**src/rtl/ttfd_pkg.sv**
```systemverilog
// ----------------------------------------------------------------------------
// Two-tail frame deframer package
// Frame byte codes and the types passed between the deframer stages.
// ----------------------------------------------------------------------------
`timescale 1ns / 1ps
`default_nettype none

package ttfd_pkg;

   localparam logic [7:0] HDR_FIRST   = 8'hAA;
   localparam logic [7:0] HDR_SECOND  = 8'hBB;
   localparam logic [7:0] TAIL0_FIRST = 8'hCC;
   localparam logic [7:0] TAIL0_LAST  = 8'hDD;
   localparam logic [7:0] TAIL1_FIRST = 8'hEE;
   localparam logic [7:0] TAIL1_LAST  = 8'hFF;

   localparam logic KIND_TAIL0 = 1'b0;
   localparam logic KIND_TAIL1 = 1'b1;

   typedef struct packed {
      logic       valid;
      logic [7:0] data;
   } byte_slot_type;

   typedef struct packed {
      logic        valid;
      logic        frame_kind;
      logic [15:0] distance_raw;
      logic [15:0] length_raw;
   } result_type;

endpackage

`default_nettype wire

```
**src/rtl/two_tail_frame_deframer.sv**
```systemverilog
// ----------------------------------------------------------------------------
// Two-tail frame deframer
// Byte stream frame sync parser for AA BB framed records with two tail kinds.
// ----------------------------------------------------------------------------
// One byte is taken per transaction on req_ and the parser hunts for 8-byte
// frames: AA BB, distance (2 bytes, big-endian), length (2 bytes, big-endian),
// then tail CC DD (kind 0) or EE FF (kind 1). A bad header or tail byte drops
// the partial frame; an AA there restarts the header. Each complete frame gives
// one rsp_ transaction with the kind and the raw counts in hundredths. Bytes
// are taken one per cycle, set by the single-step parser state machine, except
// while a finished result waits under rsp_stall; the last tail byte passes the
// input byte register and then the result register before rsp_valid rises.
`timescale 1ns / 1ps
`default_nettype none

module two_tail_frame_deframer (
   input  wire logic        clock,
   input  wire logic        reset,
   input  wire logic        req_valid,
   output logic             req_stall,
   input  wire logic [7:0]  req_rx_byte,
   output logic             rsp_valid,
   input  wire logic        rsp_stall,
   output logic             rsp_frame_kind,
   output logic [15:0]      rsp_distance_raw,
   output logic [15:0]      rsp_length_raw
);

   ttfd_pkg::byte_slot_type slot;
   ttfd_pkg::result_type    result;
   logic                    advance;

   ttfd_in_stage u_in_stage (
      .clock       (clock),
      .reset       (reset),
      .req_valid   (req_valid),
      .req_rx_byte (req_rx_byte),
      .advance     (advance),
      .req_stall   (req_stall),
      .slot        (slot)
   );

   ttfd_parser u_parser (
      .clock   (clock),
      .reset   (reset),
      .advance (advance),
      .slot    (slot),
      .result  (result)
   );

   ttfd_out_stage u_out_stage (
      .clock            (clock),
      .reset            (reset),
      .result           (result),
      .rsp_stall        (rsp_stall),
      .advance          (advance),
      .rsp_valid        (rsp_valid),
      .rsp_frame_kind   (rsp_frame_kind),
      .rsp_distance_raw (rsp_distance_raw),
      .rsp_length_raw   (rsp_length_raw)
   );

endmodule

`default_nettype wire

```
**src/rtl/ttfd_in_stage.sv**
```systemverilog
// ----------------------------------------------------------------------------
// Two-tail frame deframer input stage
// Registers one received byte and holds it until the parser advances.
// ----------------------------------------------------------------------------
`timescale 1ns / 1ps
`default_nettype none

module ttfd_in_stage (
   input  wire logic                   clock,
   input  wire logic                   reset,
   input  wire logic                   req_valid,
   input  wire logic [7:0]             req_rx_byte,
   input  wire logic                   advance,
   output logic                        req_stall,
   output ttfd_pkg::byte_slot_type     slot
);

   logic       valid_ff;
   logic       valid_in;
   logic [7:0] data_ff;
   logic       take;

   assign req_stall = valid_ff && !advance;
   assign take      = req_valid && !req_stall;
   assign valid_in  = take || (valid_ff && !advance);

   always_ff @(posedge clock) begin
      if (reset) begin
         valid_ff <= 1'b0;
      end else begin
         valid_ff <= valid_in;
      end
      if (take) begin
         data_ff <= req_rx_byte;
      end
   end

   assign slot.valid = valid_ff;
   assign slot.data  = data_ff;

endmodule

`default_nettype wire

```
**src/rtl/ttfd_parser.sv**
```systemverilog
// ----------------------------------------------------------------------------
// Two-tail frame deframer parser
// Frame sync state machine with distance and length assembly.
// ----------------------------------------------------------------------------
`timescale 1ns / 1ps
`default_nettype none

module ttfd_parser (
   input  wire logic                   clock,
   input  wire logic                   reset,
   input  wire logic                   advance,
   input  wire ttfd_pkg::byte_slot_type slot,
   output ttfd_pkg::result_type        result
);

   typedef enum logic [3:0] {
      PH_HUNT,
      PH_HDR,
      PH_DIST_HI,
      PH_DIST_LO,
      PH_LEN_HI,
      PH_LEN_LO,
      PH_TAIL,
      PH_TAIL0,
      PH_TAIL1
   } phase_type;

   phase_type   phase_ff;
   phase_type   phase_in;
   logic [15:0] distance_ff;
   logic [15:0] distance_in;
   logic [15:0] length_ff;
   logic [15:0] length_in;
   logic        emit;
   logic        kind;
   phase_type   resync;
   logic [7:0]  b;

   assign b      = slot.data;
   assign resync = (b == ttfd_pkg::HDR_FIRST) ? PH_HDR : PH_HUNT;

   always_comb begin
      phase_in    = phase_ff;
      distance_in = distance_ff;
      length_in   = length_ff;
      emit        = 1'b0;
      kind        = ttfd_pkg::KIND_TAIL0;
      unique case (phase_ff)
         PH_HUNT: begin
            phase_in = resync;
         end
         PH_HDR: begin
            phase_in = (b == ttfd_pkg::HDR_SECOND) ? PH_DIST_HI : resync;
         end
         PH_DIST_HI: begin
            distance_in = {distance_ff[7:0], b};
            phase_in    = PH_DIST_LO;
         end
         PH_DIST_LO: begin
            distance_in = {distance_ff[7:0], b};
            phase_in    = PH_LEN_HI;
         end
         PH_LEN_HI: begin
            length_in = {length_ff[7:0], b};
            phase_in  = PH_LEN_LO;
         end
         PH_LEN_LO: begin
            length_in = {length_ff[7:0], b};
            phase_in  = PH_TAIL;
         end
         PH_TAIL: begin
            if (b == ttfd_pkg::TAIL0_FIRST) begin
               phase_in = PH_TAIL0;
            end else if (b == ttfd_pkg::TAIL1_FIRST) begin
               phase_in = PH_TAIL1;
            end else begin
               phase_in = resync;
            end
         end
         PH_TAIL0: begin
            if (b == ttfd_pkg::TAIL0_LAST) begin
               emit     = 1'b1;
               phase_in = PH_HUNT;
            end else begin
               phase_in = resync;
            end
         end
         PH_TAIL1: begin
            kind = ttfd_pkg::KIND_TAIL1;
            if (b == ttfd_pkg::TAIL1_LAST) begin
               emit     = 1'b1;
               phase_in = PH_HUNT;
            end else begin
               phase_in = resync;
            end
         end
         default: begin
            phase_in = PH_HUNT;
         end
      endcase
   end

   always_ff @(posedge clock) begin
      if (reset) begin
         phase_ff    <= PH_HUNT;
         distance_ff <= '0;
         length_ff   <= '0;
      end else if (advance && slot.valid) begin
         phase_ff    <= phase_in;
         distance_ff <= distance_in;
         length_ff   <= length_in;
      end
   end

   assign result.valid        = advance && slot.valid && emit;
   assign result.frame_kind   = kind;
   assign result.distance_raw = distance_ff;
   assign result.length_raw   = length_ff;

endmodule

`default_nettype wire

```
**src/rtl/ttfd_out_stage.sv**
```systemverilog
// ----------------------------------------------------------------------------
// Two-tail frame deframer output stage
// Result register; holds a frame result until the consumer takes it.
// ----------------------------------------------------------------------------
`timescale 1ns / 1ps
`default_nettype none

module ttfd_out_stage (
   input  wire logic                 clock,
   input  wire logic                 reset,
   input  wire ttfd_pkg::result_type result,
   input  wire logic                 rsp_stall,
   output logic                      advance,
   output logic                      rsp_valid,
   output logic                      rsp_frame_kind,
   output logic [15:0]               rsp_distance_raw,
   output logic [15:0]               rsp_length_raw
);

   logic        valid_ff;
   logic        valid_in;
   logic        kind_ff;
   logic [15:0] distance_ff;
   logic [15:0] length_ff;

   // advance when the result register is empty or being drained
   assign advance  = !valid_ff || !rsp_stall;
   assign valid_in = result.valid || (valid_ff && rsp_stall);

   always_ff @(posedge clock) begin
      if (reset) begin
         valid_ff <= 1'b0;
      end else begin
         valid_ff <= valid_in;
      end
      if (result.valid) begin
         kind_ff     <= result.frame_kind;
         distance_ff <= result.distance_raw;
         length_ff   <= result.length_raw;
      end
   end

   assign rsp_valid        = valid_ff;
   assign rsp_frame_kind   = kind_ff;
   assign rsp_distance_raw = distance_ff;
   assign rsp_length_raw   = length_ff;

endmodule

`default_nettype wire

```
**config.mk**
```make
export PLATFORM = sky130hd
export DESIGN_NAME = two_tail_frame_deframer
export DESIGN_NICKNAME = d
export VERILOG_FILES = /design/src/rtl/ttfd_pkg.sv /design/src/rtl/two_tail_frame_deframer.sv /design/src/rtl/ttfd_in_stage.sv /design/src/rtl/ttfd_parser.sv /design/src/rtl/ttfd_out_stage.sv
export SDC_FILE = /design/constraint.sdc
export NUM_CORES = 1
export LEC_CHECK = 0
export BUFFER_PORTS_ARGS = -buffer_cell sky130_fd_sc_hd__clkbuf_2
export CAP_MARGIN = 20
export CORE_MARGIN = 10
export CORE_UTILIZATION = 28
export CTS_CLUSTER_DIAMETER = 50
export DETAILED_ROUTE_END_ITERATION = 12
export PLACE_DENSITY = 0.45
export SLEW_MARGIN = 20
export SYNTH_ARGS = -nofsm -noshare
export SYNTH_HDL_FRONTEND = slang
export SYNTH_HIERARCHICAL = 1
export SYNTH_SLANG_ARGS = --single-unit
```
**constraint.sdc**
```tcl
create_clock -name clock -period 9.7 [get_ports clock]
set_input_delay 0.97 -clock clock [delete_from_list [all_inputs] [get_ports clock]]
set_output_delay 0.97 -clock clock [all_outputs]
set_load 0.02 [all_outputs]
```
## Yosys cells after proc, flatten, opt, wreduce, memory -nomap -nowiden

Index checks and enable logic that the tools add are counted.

- Bits in registers: 79
- Input bits: 12
- Output and inout port bits: 35
- Word-level logic and storage cells: 51

- Equality and inequality tests: 14
- Mux-type cells: 11
- Reduce and logical (&&, ||, !) cells: 17

Operators with widths:

| kind | count |
|---|---|
| $eq 8x8->1 const B | 6 |
| $pmux 4 s9 | 1 |
| $mux 4 | 5 |
| $eq 4x3->1 const B | 4 |
| $eq 4x2->1 const B | 2 |
| $logic_and 1x1->1 | 5 |
| $eq 4x1->1 const B | 1 |
| $eq 4x4->1 const B | 1 |
| $logic_not 1->1 | 4 |
| $logic_not 4->1 | 1 |
| $mux 1 | 4 |
| $reduce_and 2->1 | 2 |
| $reduce_or 2->1 | 2 |
| $logic_or 1x1->1 | 3 |
| $pmux 1 s2 | 1 |

## Longest topological paths before layout

- Depth after elaboration: 7
- Mapped depth: 7
- Gate-level depth less buffers: 6

## Hierarchy

The synthesis kept the hierarchy.

By module, submodules not included:

| module | instances | cells each | area each (sq um) | seq. area each (sq um) |
|---|---|---|---|---|
| ttfd_parser | 1 | 205 | 1,557.7 | 720.7 |
| ttfd_out_stage | 1 | 37 | 1,023.5 | 1,011.0 |
| ttfd_in_stage | 1 | 13 | 297.8 | 260.2 |

## Worst setup path before layout

Ideal clock, no wire load.

- Path type: input to register
- From: input rsp_stall
- To: register u_out_stage.distance_ff[0], in the netlist u_out_stage/rsp_distance_raw[0], enable pin
- Setup time: 467 ps
- Data arrival time: 3,664 ps
- Required time: 9,233 ps
- Setup slack: 5,569 ps
- Stages: 3
- Buffers on the path: 0
- Cells stage by stage: nand2_1 > nand2_1 > nor3_1

RTL lines:

| item | RTL line | text |
|---|---|---|
| start, declared | two_tail_frame_deframer.sv:23 | `input wire logic rsp_stall,` |
| end signal, assigned | ttfd_out_stage.sv:38 | `distance_ff <= result.distance_raw;` |
| end, declared | ttfd_out_stage.sv:23 | `logic [15:0] distance_ff;` |

==> impl_metrics.yaml <==
worst_setup_path:
  cpMaxStageDelayCell: "dfxtp_1"
  worst_ep_required_time_ps: 9720
  timing.critical_path.buf_inv: 1
  critical_path.startpoint_type: "flip-flop"
  cp_cell_sequence: "and3b_1 > nand2_1 > o2bb2a_1 > nor3_4 > buf_4"
  cp.arrival_ps: 2650
  type_of_destination_of_the_critical_path: "flip-flop"
  cpLargestDelayFamily: "simple AND/OR/NAND/NOR gates"
  path_max_fanout: 21
  worst-setup-path-type: "flip-flop to flip-flop"
  critical_path_s_largest_stage_delay_ps: 610
job:
  max_cap_viol_count: 0
pwr:
  seq_power_share_pct: 56.2
  power_leakage_nw: 1.22
  power_report.internal_total_w: 0.000509
  power.switching_fraction_pct: 20.0
  pwr-share-comb_pct: 1.8
  power_switching_w: 0.000127
  power_frac_clock_pct: 42.0
  power_density_over_the_cells_nw_per_um2: 185
  ir_drop_v: 0.0000841
sta:
  report.final.setup_viol: 0
  report.final.slew_viol_count: 0
  grt_setup_unrepaired: "false"
  final.setup.tns_ps: 0
  maxClockFrequency_mhz: 380
  finalHoldViolations: 0
  finalCritPeriodShare_pct: 27.1
  timing.final.crit_period_ps: 2630
  slew_headroom_pct: 46.1
  max_slew.worst_pin.slew_ps: 809
  final.setup_skew_ps: 10.9
finish:
  antenna-diode-count: 0
  final_area_sq_um: 3440
  nNetsFinal: 309
  area.growth.synth_to_final_pct: 19.6
  post-route-util_pct: 34.7
  layout-drive-gt1-share_pct: 23.2
yosys:
  netlist.top_cell.by_area: "edfxtp_1"
  synth.net_count: 267
  synth.distinct_cells: 39
  synth.top_cells.by_area: "edfxtp_1, dfxtp_1, nand2_1"
  synthesis.yosys.warnings: 6
  netlist.area_leader.share_pct: 42.8
  synth.cell_area_sq_um: 2880
  per_instance_average_area_after_synthesis_sq_um: 11.3
  syn-instance-count: 255
  synth_sequential_area_ratio_pct: 69.2
  ys_seq_elements: 79
clocking:
  cts_resized: 0
  cts_buffers: 9
  worstSkewPairLatency_ps: 340
  clk_path_buf_depth: 2
  cts_num_sinks: 79
  cts_tree: "built"
  root_buffer: "clkbuf_8"
  htree_levels: 3
  clk_transition_reported_paths_ps: 80
  postCtsSetupRepairBufs: 0
  holdBufCountCts: 0
floorplan:
  initial_core_util_pct: 29.1
  die_h_um: 121
  die-area_sq_um: 14700
  std_cell_rows: 36
  area_of_the_core_sq_um: 9910
  io_count: 47
  die-width_um: 121
routing:
  routed_wirelength_um: 5850
  initialDrtViolationCount: 106
  drtPass1Iterations: 4
  drt.antenna.violating_nets: 0
  drc: 0
  wl_per_cell_um: 13.5
  vias: 1910
  vias_per_cell: 4.39
place:
  postPlaceCellArea_sq_um: 3210
  port_buffers: 46
  place_congestion: 0.776
  dp.final_hpwl_um: 3980
global_routing:
  grt_pass1_vias: 1891
  globalRouteOverflowTotal: 0
  grt_first_pass_wirelength_um: 9580
  track_usage_pct: 8.15
  pin_count_of_the_biggest_net_entering_global_routing: 39
  grt_antenna_before_repair: 0
hold_path:
  hold_path.class: "flip-flop to flip-flop"
run_status:
  status: "complete, no violations"
## cell usage after synthesis
cell and n:
nor2b_4 1, a41oi_1 1, o21ba_1 1, clkbuf_1 6
nand4b_1 1, or3_1 2, edfxtp_1 41, nand4_1 2
buf_2 7, nor3_2 2, and3_1 1, and3_2 1
o2111ai_1 1, nand2_1 71, xor2_1 1, nand3b_1 2
and3b_1 1, nor2_1 7, nor2b_1 1, or3b_1 1
nor3b_1 1, nand2b_1 2, a31oi_1 1, buf_4 3
nor3_1 2, a21o_1 2, and4bb_2 1, a21oi_1 38
o211ai_1 1, and4_4 1, a311o_1 1, nand3_1 6
nand2_2 1, o21ai_0 1, and2_1 2, or4_1 1
dfxtp_1 38, o2bb2a_1 1, inv_1 1
## cells by family (layout without fill, tap and decap cells)
family / count (synthesis) / after routing / synth area share, %
flops: 79 / 79 / 69.2
simple gates: 110 / 110 / 18.2
xor+xnor: 1 / 1 / 0.304
compound gates: 48 / 48 / 9.43
buf+inv: 17 / 64 / 2.91
## path summary, 6_finish.rpt
| check | from | endpoint | slack, ps | cells after the start |
|---|---|---|---|---|
| hold reg to reg | u_parser/length_ff[10] | u_out_stage/rsp_length_raw[10] | 430 | 0 |
| setup / recovery | u_parser/phase_ff[2] | u_out_stage/rsp_length_raw[0] | 7070 | 5 |
| setup reg to reg | u_parser/phase_ff[2] | u_out_stage/rsp_length_raw[0] | 7070 | 5 |
| hold / removal | u_parser/length_ff[10] | u_out_stage/rsp_length_raw[10] | 430 | 0 |
## stage by stage
stage          instances  hold slack, ps  worst slack (ps)  power, W
4_1_cts              435             438              6700  0.000645
3_5_place_dp         419             421              6460  0.000376
5_1_grt              435             446              6820  0.000658
6_report             435             428              7070  0.000636
3_3_place_gp         419             417              6540  0.000376
2_1_floorplan        255             408              5570  0.000370
## layer usage
layer / vias to the layer above / GRT usage, % / routed length, um
met5: - / 0 / 0
met2: 43 / 12.2 / 2690
met1: 888 / 9.78 / 2730
met3: 6 / 3.30 / 372
met4: 0 / 4.32 / 62
li1: 973 / - / -
## worst register-to-register path, stage by stage (launching register included)
cell and delay, ps:
dfxtp_1 610, and3b_1 300, nand2_1 60, o2bb2a_1 330
nor3_4 610, buf_4 400
## power by group through the flow
stage	Sequential, W	Clock, W	Combinational [W]
2_1_floorplan	0.000362	0	0.00000817
3_3_place_gp	0.000365	0	0.0000116
3_5_place_dp	0.000365	0	0.0000115
4_1_cts	0.000357	0.000276	0.0000116
5_1_grt	0.000358	0.000287	0.0000130
6_report	0.000357	0.000267	0.0000117
## layout by cell type (no fill, tap or decap), types with 6 or more instances in the layout
cell | netlist | final
nor2_1 | 7 | 7
a21oi_1 | 38 | 38
edfxtp_1 | 41 | 41
nand3_1 | 6 | 6
nand2_1 | 71 | 71
clkbuf_2 | 0 | 46
dfxtp_1 | 38 | 38
clkbuf_8 | 0 | 10
## cell type report
cell class | count | area (sq um)
Fill cell | 1033 | 6470
Sequential cell | 79 | 1990
Timing Repair Buffer | 47 | 238
Clock buffer | 11 | 141
Multi-Input combinational cell | 159 | 821
Tap cell | 133 | 166
Clock inverter | 5 | 81.3
Inverter | 1 | 3.75
## registers in the layout, indices dropped and copies added (netlist names)
signal and cells:
u_parser/length_ff 16, u_out_stage/rsp_frame_kind 1, u_out_stage/rsp_distance_raw 16, u_parser/distance_ff 16
u_in_stage/data_ff 8, u_out_stage/rsp_length_raw 16, u_out_stage/rsp_valid 1, u_in_stage/valid_ff 1
u_parser/phase_ff 4
Power figures use the tool's default switching activity.
